===== config.mk =====
export PLATFORM = sky130hd
export DESIGN_NAME = utf8_to_utf16_decoder_core_flat
export DESIGN_NICKNAME = d
export VERILOG_FILES = /design/src/design/u8u16_pkg.sv /design/src/design/u8u16_in_if.sv /design/src/design/u8u16_out_if.sv /design/src/design/u8u16_step.sv /design/src/design/utf8_to_utf16_decoder_core.sv /design/src/flat_wrapper.sv
export SDC_FILE = /design/constraint.sdc
export NUM_CORES = 1
export LEC_CHECK = 0
export ABC_AREA = 1
export BUFFER_PORTS_ARGS = -buffer_cell sky130_fd_sc_hd__buf_2
export CORE_ASPECT_RATIO = 1.75
export CORE_MARGIN = 4
export CORE_UTILIZATION = 25
export CTS_CLUSTER_DIAMETER = 80
export DETAILED_ROUTE_END_ITERATION = 7
export GPL_TIMING_DRIVEN = 0
export PLACE_DENSITY = 0.47
export SLEW_MARGIN = 25
export SYNTH_ARGS = -nofsm -noshare
export SYNTH_HDL_FRONTEND = slang
export SYNTH_HIERARCHICAL = 1
export SYNTH_SLANG_ARGS = --single-unit

===== constraint.sdc =====
create_clock -name clk -period 3.05 [get_ports clk]
set_input_delay 0.1525 -clock clk [delete_from_list [all_inputs] [get_ports clk]]
set_output_delay 0.1525 -clock clk [all_outputs]
set_load 0.02 [all_outputs]

===== src/design/u8u16_pkg.sv =====
// Types and constants of the UTF-8 to UTF-16 decoder.
// No dependencies; used by the decode step and the top level.
package u8u16_pkg;

  localparam int unsigned BYTE_W    = 8;
  localparam int unsigned UNIT_W    = 16;
  localparam int unsigned PARTIAL_W = 10;
  localparam int unsigned EXPECT_W  = 2;

  localparam logic [BYTE_W-1:0] CONT_MASK  = 8'hc0;
  localparam logic [BYTE_W-1:0] CONT_CODE  = 8'h80;
  localparam logic [BYTE_W-1:0] LEAD2_MASK = 8'he0;
  localparam logic [BYTE_W-1:0] LEAD2_CODE = 8'hc0;
  localparam logic [BYTE_W-1:0] LEAD3_MASK = 8'hf0;
  localparam logic [BYTE_W-1:0] LEAD3_CODE = 8'he0;
  localparam logic [BYTE_W-1:0] ASCII_MASK = 8'h80;
  localparam logic [BYTE_W-1:0] LEAD2_DATA = 8'h1f;
  localparam logic [BYTE_W-1:0] LEAD3_DATA = 8'h0f;
  localparam logic [BYTE_W-1:0] CONT_DATA  = 8'h3f;

  localparam logic [EXPECT_W-1:0] EXP_NONE = 2'd0;
  localparam logic [EXPECT_W-1:0] EXP_ONE  = 2'd1;
  localparam logic [EXPECT_W-1:0] EXP_TWO  = 2'd2;

  // Outcome of decoding one byte against the current sequence state.
  typedef struct packed {
    logic                 emit;
    logic [UNIT_W-1:0]    code_unit;
    logic                 has_char;
    logic                 end_of_string;
    logic [PARTIAL_W-1:0] partial_nxt;
    logic [EXPECT_W-1:0]  expected_nxt;
  } dec_res_t;

endpackage


===== src/design/u8u16_in_if.sv =====
// Input channel of the decoder: one UTF-8 byte and its end-of-string flag.
// No dependencies.
interface u8u16_in_if;
  logic       valid;
  logic       ready;
  logic [7:0] byte_in;
  logic       last_byte;

  modport source (output valid, output byte_in, output last_byte, input ready);
  modport sink   (input valid, input byte_in, input last_byte, output ready);
endinterface


===== src/design/u8u16_out_if.sv =====
// Result channel of the decoder: one 16-bit code unit and its flags.
// No dependencies.
interface u8u16_out_if;
  logic        valid;
  logic        ready;
  logic [15:0] code_unit;
  logic        has_char;
  logic        end_of_string;

  modport source (output valid, output code_unit, output has_char,
                  output end_of_string, input ready);
  modport sink   (input valid, input code_unit, input has_char,
                  input end_of_string, output ready);
endinterface


===== src/design/u8u16_step.sv =====
// Combinational decode of one byte against the pending sequence state.
// Depends on u8u16_pkg.
module u8u16_step
  import u8u16_pkg::*;
(
  input  logic [BYTE_W-1:0]    byte_in,
  input  logic                 last_byte,
  input  logic                 null_terminated,
  input  logic [PARTIAL_W-1:0] partial,
  input  logic [EXPECT_W-1:0]  expected,
  output dec_res_t             res
);

  logic                 is_cont;
  logic                 stop_zero;
  logic [UNIT_W-1:0]    joined;
  logic [EXPECT_W-1:0]  exp_dec;
  logic                 got;
  logic [UNIT_W-1:0]    ch;
  logic [PARTIAL_W-1:0] part_n;
  logic [EXPECT_W-1:0]  exp_n;

  assign is_cont   = (byte_in & CONT_MASK) == CONT_CODE;
  assign stop_zero = null_terminated && (byte_in == '0);
  assign joined    = {partial, byte_in[5:0] & CONT_DATA[5:0]};
  assign exp_dec   = expected - EXP_ONE;

  always_comb begin
    got    = 1'b0;
    ch     = '0;
    part_n = '0;
    exp_n  = EXP_NONE;
    if (stop_zero) begin
      // Terminating zero: nothing is decoded.
    end else if ((expected != EXP_NONE) && is_cont) begin
      exp_n = exp_dec;
      if (exp_dec == EXP_NONE) begin
        got = 1'b1;
        ch  = joined;
      end else begin
        part_n = joined[PARTIAL_W-1:0];
      end
    end else if ((byte_in & ASCII_MASK) == '0) begin
      got = 1'b1;
      ch  = {{(UNIT_W-BYTE_W){1'b0}}, byte_in};
    end else if ((byte_in & LEAD2_MASK) == LEAD2_CODE) begin
      part_n = {{(PARTIAL_W-BYTE_W){1'b0}}, byte_in & LEAD2_DATA};
      exp_n  = EXP_ONE;
    end else if ((byte_in & LEAD3_MASK) == LEAD3_CODE) begin
      part_n = {{(PARTIAL_W-BYTE_W){1'b0}}, byte_in & LEAD3_DATA};
      exp_n  = EXP_TWO;
    end

    res.has_char      = got;
    res.code_unit     = ch;
    res.end_of_string = stop_zero || last_byte;
    res.emit          = got || res.end_of_string;
    // The end of a string discards anything still pending.
    res.partial_nxt   = res.end_of_string ? '0 : part_n;
    res.expected_nxt  = res.end_of_string ? EXP_NONE : exp_n;
  end

endmodule


===== src/design/utf8_to_utf16_decoder_core.sv =====
// Top level of the UTF-8 to UTF-16 (UCS-2) byte stream decoder.
// Depends on u8u16_pkg, u8u16_in_if, u8u16_out_if and u8u16_step.
//
//   Channel  Direction  Handshake        Contents
//   in_ch    sink       valid / ready    byte_in[7:0], last_byte
//   out_ch   source     valid / ready    code_unit[15:0], has_char, end_of_string
//   cfg_     write      cfg_we           cfg_wdata = null_terminated
//
// Each accepted byte is decoded in the cycle of its transaction and its result,
// if any, appears in the output register on the next cycle: one byte per cycle.
// The sequence state (partial value and count of continuation bytes) is updated
// at the same edge, so back-to-back bytes need no bubble.
// A stalled result holds the output register; a new byte is taken only when
// that register is empty or being emptied in the same cycle.
// Reset (rst_n, synchronous, active low) empties the output and clears the state.
module utf8_to_utf16_decoder_core
  import u8u16_pkg::*;
(
  input  logic        clk,
  input  logic        rst_n,
  u8u16_in_if.sink    in_ch,
  u8u16_out_if.source out_ch,
  input  logic        cfg_we,
  input  logic        cfg_wdata
);

  logic                 null_term_r;
  logic [PARTIAL_W-1:0] partial_r;
  logic [EXPECT_W-1:0]  expected_r;
  logic                 out_valid_r;
  logic [UNIT_W-1:0]    code_unit_r;
  logic                 has_char_r;
  logic                 eos_r;

  logic                 in_fire;
  logic                 slot_free;
  dec_res_t             dec;

  // The output register is free when empty or when its transaction completes now.
  assign slot_free   = !out_valid_r || out_ch.ready;
  assign in_ch.ready = slot_free;
  assign in_fire     = in_ch.valid && slot_free;

  u8u16_step u_step (
    .byte_in         (in_ch.byte_in),
    .last_byte       (in_ch.last_byte),
    .null_terminated (null_term_r),
    .partial         (partial_r),
    .expected        (expected_r),
    .res             (dec)
  );

  // Control state: configuration, sequence state and output valid.
  always_ff @(posedge clk) begin
    if (!rst_n) begin
      null_term_r <= 1'b0;
      partial_r   <= '0;
      expected_r  <= EXP_NONE;
      out_valid_r <= 1'b0;
    end else begin
      if (cfg_we) begin
        null_term_r <= cfg_wdata;
      end
      if (in_fire) begin
        partial_r  <= dec.partial_nxt;
        expected_r <= dec.expected_nxt;
      end
      if (slot_free) begin
        out_valid_r <= in_fire && dec.emit;
      end
    end
  end

  // Result payload is loaded only when a byte produces a result.
  always_ff @(posedge clk) begin
    if (in_fire && dec.emit) begin
      code_unit_r <= dec.code_unit;
      has_char_r  <= dec.has_char;
      eos_r       <= dec.end_of_string;
    end
  end

  assign out_ch.valid         = out_valid_r;
  assign out_ch.code_unit     = code_unit_r;
  assign out_ch.has_char      = has_char_r;
  assign out_ch.end_of_string = eos_r;

endmodule


===== src/flat_wrapper.sv =====
// flat-port wrapper written by rule: the top's interface ports become plain ports
module utf8_to_utf16_decoder_core_flat import u8u16_pkg::*;
  (clk, rst_n, cfg_we, cfg_wdata, in_ch_valid, in_ch_byte_in, in_ch_last_byte, in_ch_ready, out_ch_valid, out_ch_code_unit, out_ch_has_char, out_ch_end_of_string, out_ch_ready);
  u8u16_in_if in_ch_i ();
  u8u16_out_if out_ch_i ();
  input  logic clk;
  input  logic rst_n;
  input  logic cfg_we;
  input  logic cfg_wdata;
  input wire logic [$bits(in_ch_i.valid)-1:0] in_ch_valid;
  input wire logic [$bits(in_ch_i.byte_in)-1:0] in_ch_byte_in;
  input wire logic [$bits(in_ch_i.last_byte)-1:0] in_ch_last_byte;
  output wire logic [$bits(in_ch_i.ready)-1:0] in_ch_ready;
  output wire logic [$bits(out_ch_i.valid)-1:0] out_ch_valid;
  output wire logic [$bits(out_ch_i.code_unit)-1:0] out_ch_code_unit;
  output wire logic [$bits(out_ch_i.has_char)-1:0] out_ch_has_char;
  output wire logic [$bits(out_ch_i.end_of_string)-1:0] out_ch_end_of_string;
  input wire logic [$bits(out_ch_i.ready)-1:0] out_ch_ready;
  assign in_ch_i.valid = in_ch_valid;
  assign in_ch_i.byte_in = in_ch_byte_in;
  assign in_ch_i.last_byte = in_ch_last_byte;
  assign in_ch_ready = in_ch_i.ready;
  assign out_ch_valid = out_ch_i.valid;
  assign out_ch_code_unit = out_ch_i.code_unit;
  assign out_ch_has_char = out_ch_i.has_char;
  assign out_ch_end_of_string = out_ch_i.end_of_string;
  assign out_ch_i.ready = out_ch_ready;
  utf8_to_utf16_decoder_core u_core (.clk(clk), .rst_n(rst_n), .in_ch(in_ch_i), .out_ch(out_ch_i), .cfg_we(cfg_we), .cfg_wdata(cfg_wdata));
endmodule

Yosys cells after proc, flatten, opt, wreduce, memory -nomap -nowiden:

Cells that the tools add are included.

* equal/unequal tests: 3
* add/sub/neg operators: 1
* reduce and logical (&&, ||, !) cells: 12
* mux-type cells: 20

Operator list (number)
* $mux W10: 4
* $mux W16: 2
* $logic_not A8 Y1: 2
* $mux W2: 6
* $mux W5: 2
* $mux W8: 1
* $eq A4 B4 Y1 const B: 1
* $logic_and A1 B1 Y1: 4
* $mux W1: 4
* $mux W4: 1
* $eq A3 B3 Y1 const B: 1
* $logic_or A1 B1 Y1: 3
* $eq A2 B2 Y1 const B: 1
* $logic_not A2 Y1: 1
* $reduce_bool A2 Y1: 1
* $sub A2 B1 Y2 const B: 1
* $logic_not A1 Y1: 1

* input port bits: 15
* flip-flop bits (word level): 32
* output and inout port bits: 20
* word-level logic and storage cells: 43

Longest topological paths before layout:

* depth after elaboration: 7
* gate-level depth with buffers: 12

Cells and area by module:

The synthesis kept the hierarchy.

Modules (own cells, without submodules)
* utf8_to_utf16_decoder_core: instances 1, area an instance 1238.7 um^2, cells each 110, seq. area each 820.8 um^2
* u8u16_step: instances 1, area an instance 583.1 um^2, cells each 133, seq. area each 0.0 um^2

Worst setup path after synthesis:

OpenSTA, ideal clock, no wires.

* path kind: register to register
* start: reg u_core.expected_r[0]
* end: reg u_core.code_unit_r[0] (netlist: u_core/out_ch.code_unit[0]) (enable)
* arrival: 1.888 ns
* path buffers: 0
* required time: 2.657 ns
* path slack: 0.769 ns
* cell stages (with the launch flop): 10
* path through: dfxtp_1 inv_1 ha_1 nor2_2 nand2_2 nor2_1 nor2_1 nand2_1 inv_1 nor2_1

RTL lines
* start, declared: RTL line utf8_to_utf16_decoder_core.sv:29 `logic [EXPECT_W-1:0] expected_r;`
* start signal, assigned: RTL line utf8_to_utf16_decoder_core.sv:66 `expected_r <= dec.expected_nxt;`
* end signal, assigned: RTL line utf8_to_utf16_decoder_core.sv:77 `code_unit_r <= dec.code_unit;`
* end, declared: RTL line utf8_to_utf16_decoder_core.sv:31 `logic [UNIT_W-1:0] code_unit_r;`

==> results.txt <==
Slew Limit Fails - 0
ANT cells - 0
Clk_lat worst skew - 0.28 ns
Reg2Reg Setup Slack - 0.73 ns
Most common cell in the netlist - nand2_1
Worst slew pin tran - 0.841 ns
Placed cells - 360
Hold Path Class - input port to register
H-tree levels - 2
Drt drc - 0
MaxCap Viol Count - 0
Worst Reg-to-Reg Cells - 7
CP arrival - 2.23 ns
I/O pin count - 35
Clock root buffer - clkbuf_16
Clock buffer depth - 2
Tmin final - 2.32 ns
Yosys cell types - 23
Gate count after technology mapping - 243
Die X - 72.5 um
Net Count, Synth - 260
F_max - 430 MHz
Period utilization - 76.2%
Number of DRC markers in iteration 0 - 70
Post-CTS Hold Buffers - 0
Slowest-stage cell, CP - nor2_2
Synth warn - 6
Synth Area per Inst - 7.50 um^2
DRT antenna net count - 0
VDD IR max - 0.000228 V
Hold violation count in the final report - 0
DP Wirelength - 3350 um
Total wire length - 4340 um
Worst setup SP type - register
Yosys reg bits - 32
Synth area leaders - edfxtp_1 30%, dfxtp_1 15%, nand2_1 11%, nor2_1 9.1%, inv_1 8.0%
Layout cell share with drive strength beyond 1 - 23.6%
Critical Path RT - 2.95 ns
Post-CTS setup buffer count - 0
Initial Util - 26.2%
Total GRT Usage - 11.0%
Post-Synth Simple-Gate Area - 27.9%
Ys flop type - edfxtp_1
Post-Synth XOR/XNOR Area - 0%
Crit Path Max Fanout - 18
P per Cell Area - 547 mW/mm^2
Hold-critical path depth - 2
Initial antenna violation count - 0
Setup TNS - 0 ns
Seq/Total Area, Yosys - 45.1%
Largest net degree at the start of global routing - 19
Synth top cells by count - 53 x nand2_1, 44 x nor2_1, 39 x inv_1, 20 x o21ai_0, 18 x edfxtp_1
Post-CTS Resized - 0
Core ar. - 0.00696 mm^2
Setup violations, final - 0
PortBufs - 33
Wire per inst - 11.8 um
Synth Area in Compound Gates - 10.6%
Adder-cell share of the synthesized area - 1.37%
Area leader, netlist - edfxtp_1
Unrepaired setup endpoints after global routing - no
Area grow syn2layout - 24.2%
Final setup margin - 0.726 ns
Die extent in y - 121 um
Layout Cells excl Fill - 368
Layout Skew - 0.00334 ns
Synth Cell Area - 0.00182 mm^2
Vias in the first global route - 1505
Worst Setup End Kind - register
Layout Nets - 300
Worst hold path startpoint - cfg_we
Critical path class - register to register
Ys async rst share - 0%
Post-synth top area share - 29.7%
Routed vias/inst - 4.36
Rel. slew slack - 43.9%
Pre-CTS WS - 0.657 ns
Status - completed
Routed vias - 1605
EDFF count, synth - 18
Combinational family with the most area after synthesis - simple AND/OR/NAND/NOR gates
Worst-path cell chain - ha_1 > inv_1 > nor2_1 > nor2_1 > nand2_1 > inv_1 > nor2_2
Clk slew on worst S/H paths - 0.06 ns
RePlAce Congestion - 0.816
# rows - 40
DIE AREA - 0.00877 mm^2
CP peak stage delay - 0.67 ns
TritonCTS clock tree - done
1st-pass router iterations - 4
CTS sink count - 32
Hold Path Sink - u_core/null_term_r$_SDFFE_PN0P_
CTS Buf Count - 5
Total global routing overflow - 0
Reg2reg end - u_core/out_ch.code_unit[0]$_DFFE_PP_
FF-to-FF Start - u_core/expected_r[0]$_SDFFE_PN0P_
Mux share of post-synthesis cell area - 0%
First-pass GRT wire length - 7250 um
Leakage - 1.06 nW
[worst max-delay path: cells and delay by family (launching register included)]
kind / cells / cell delay (ns)
buffers and inverters: 2 / 0.27
adder cells (fa/ha/maj): 1 / 0.30
flip-flops: 1 / 0.36
AND/OR/NAND/NOR: 4 / 1.01
[routing by layer]
layer / track usage [%] / share of wire (%) / vias to the layer above
li1: - / - / 836
met1: 11.3 / 38 / 717
met2: 19.3 / 54 / 41
met3: 1.99 / 4.1 / 11
met4: 7.74 / 4.0 / 0
met5: 0 / 0 / -
[power by group]
part           internal, mW  switching, mW  total, mW
Combinational        0.0617          0.110      0.171
Clock                 0.383          0.187      0.571
Sequential            0.484         0.0105      0.495
Total                 0.929          0.308       1.24
[cell families (layout without fill, tap and decap cells)]
logic type | after synthesis | count (layout)
and+or+nand+nor | 118 | 118
adders and majority gates | 2 | 2
DFF | 32 | 32
buffers and inverters | 54 | 95
AOI/OAI and AO/OA | 37 | 37
[through the flow]
| step | power (mW) | cell area, um^2 | hold WS [ns] | utilization (%) |
|---|---|---|---|---|
| 2_1_floorplan | 0.623 | 1820 | 0.246 | - |
| 3_3_place_gp | 0.676 | 2090 | 0.346 | 30.1 |
| 3_5_place_dp | 0.678 | 2090 | 0.353 | 30.1 |
| 4_1_cts | 1.25 | 2260 | 0.0590 | 32.5 |
| 5_1_grt | 1.29 | 2260 | 0.0728 | 32.5 |
| 6_report | 1.24 | 2260 | 0.0618 | 32.5 |
[cells in the final DEF (no fill, tap or decap), types with 3 or more instances in the layout]
cell and count:
a21oi_1 13, buf_2 35, buf_4 3, buf_6 5
clkbuf_16 5, dfxtp_1 14, edfxtp_1 18, inv_1 39
nand2_1 53, nand3_1 12, nand3_2 5, nor2_1 43
o21ai_0 20
[sequential cells by signal, summed over array words and instances, names as in the netlist]
name and cells:
u_core/out_ch.has_char 1, u_core/null_term_r 1, u_core/out_ch.code_unit 16, u_core/out_ch.valid 1, u_core/partial_r 10, u_core/out_ch.end_of_string 1
u_core/expected_r 2
[worst max-delay path by stage]
stage                                           start                                    to  slack [ns]
global route        u_core/expected_r[1]$_SDFFE_PN0P_  u_core/out_ch.code_unit[5]$_DFFE_PP_        0.50
floorplan           u_core/expected_r[0]$_SDFFE_PN0P_  u_core/out_ch.code_unit[0]$_DFFE_PP_        0.77
finish              u_core/expected_r[0]$_SDFFE_PN0P_  u_core/out_ch.code_unit[0]$_DFFE_PP_        0.73
detailed placement  u_core/expected_r[0]$_SDFFE_PN0P_  u_core/out_ch.code_unit[3]$_DFFE_PP_        0.66
global placement    u_core/expected_r[0]$_SDFFE_PN0P_  u_core/out_ch.code_unit[2]$_DFFE_PP_        0.29
CTS                 u_core/expected_r[0]$_SDFFE_PN0P_  u_core/out_ch.code_unit[5]$_DFFE_PP_        0.64
[layout make-up]
| cell class | instances | area [um^2] |
|---|---|---|
| fill | 763 | 4690 |
| sequential | 32 | 821 |
| multi-input combinational | 157 | 728 |
| timing repair buffer | 33 | 165 |
| inverter | 41 | 154 |
| clock buffer | 5 | 125 |
| buffer | 13 | 121 |
| tap | 84 | 105 |
| clock inverter | 3 | 42.5 |
Note: power is estimated with default switching activity, not from simulation.
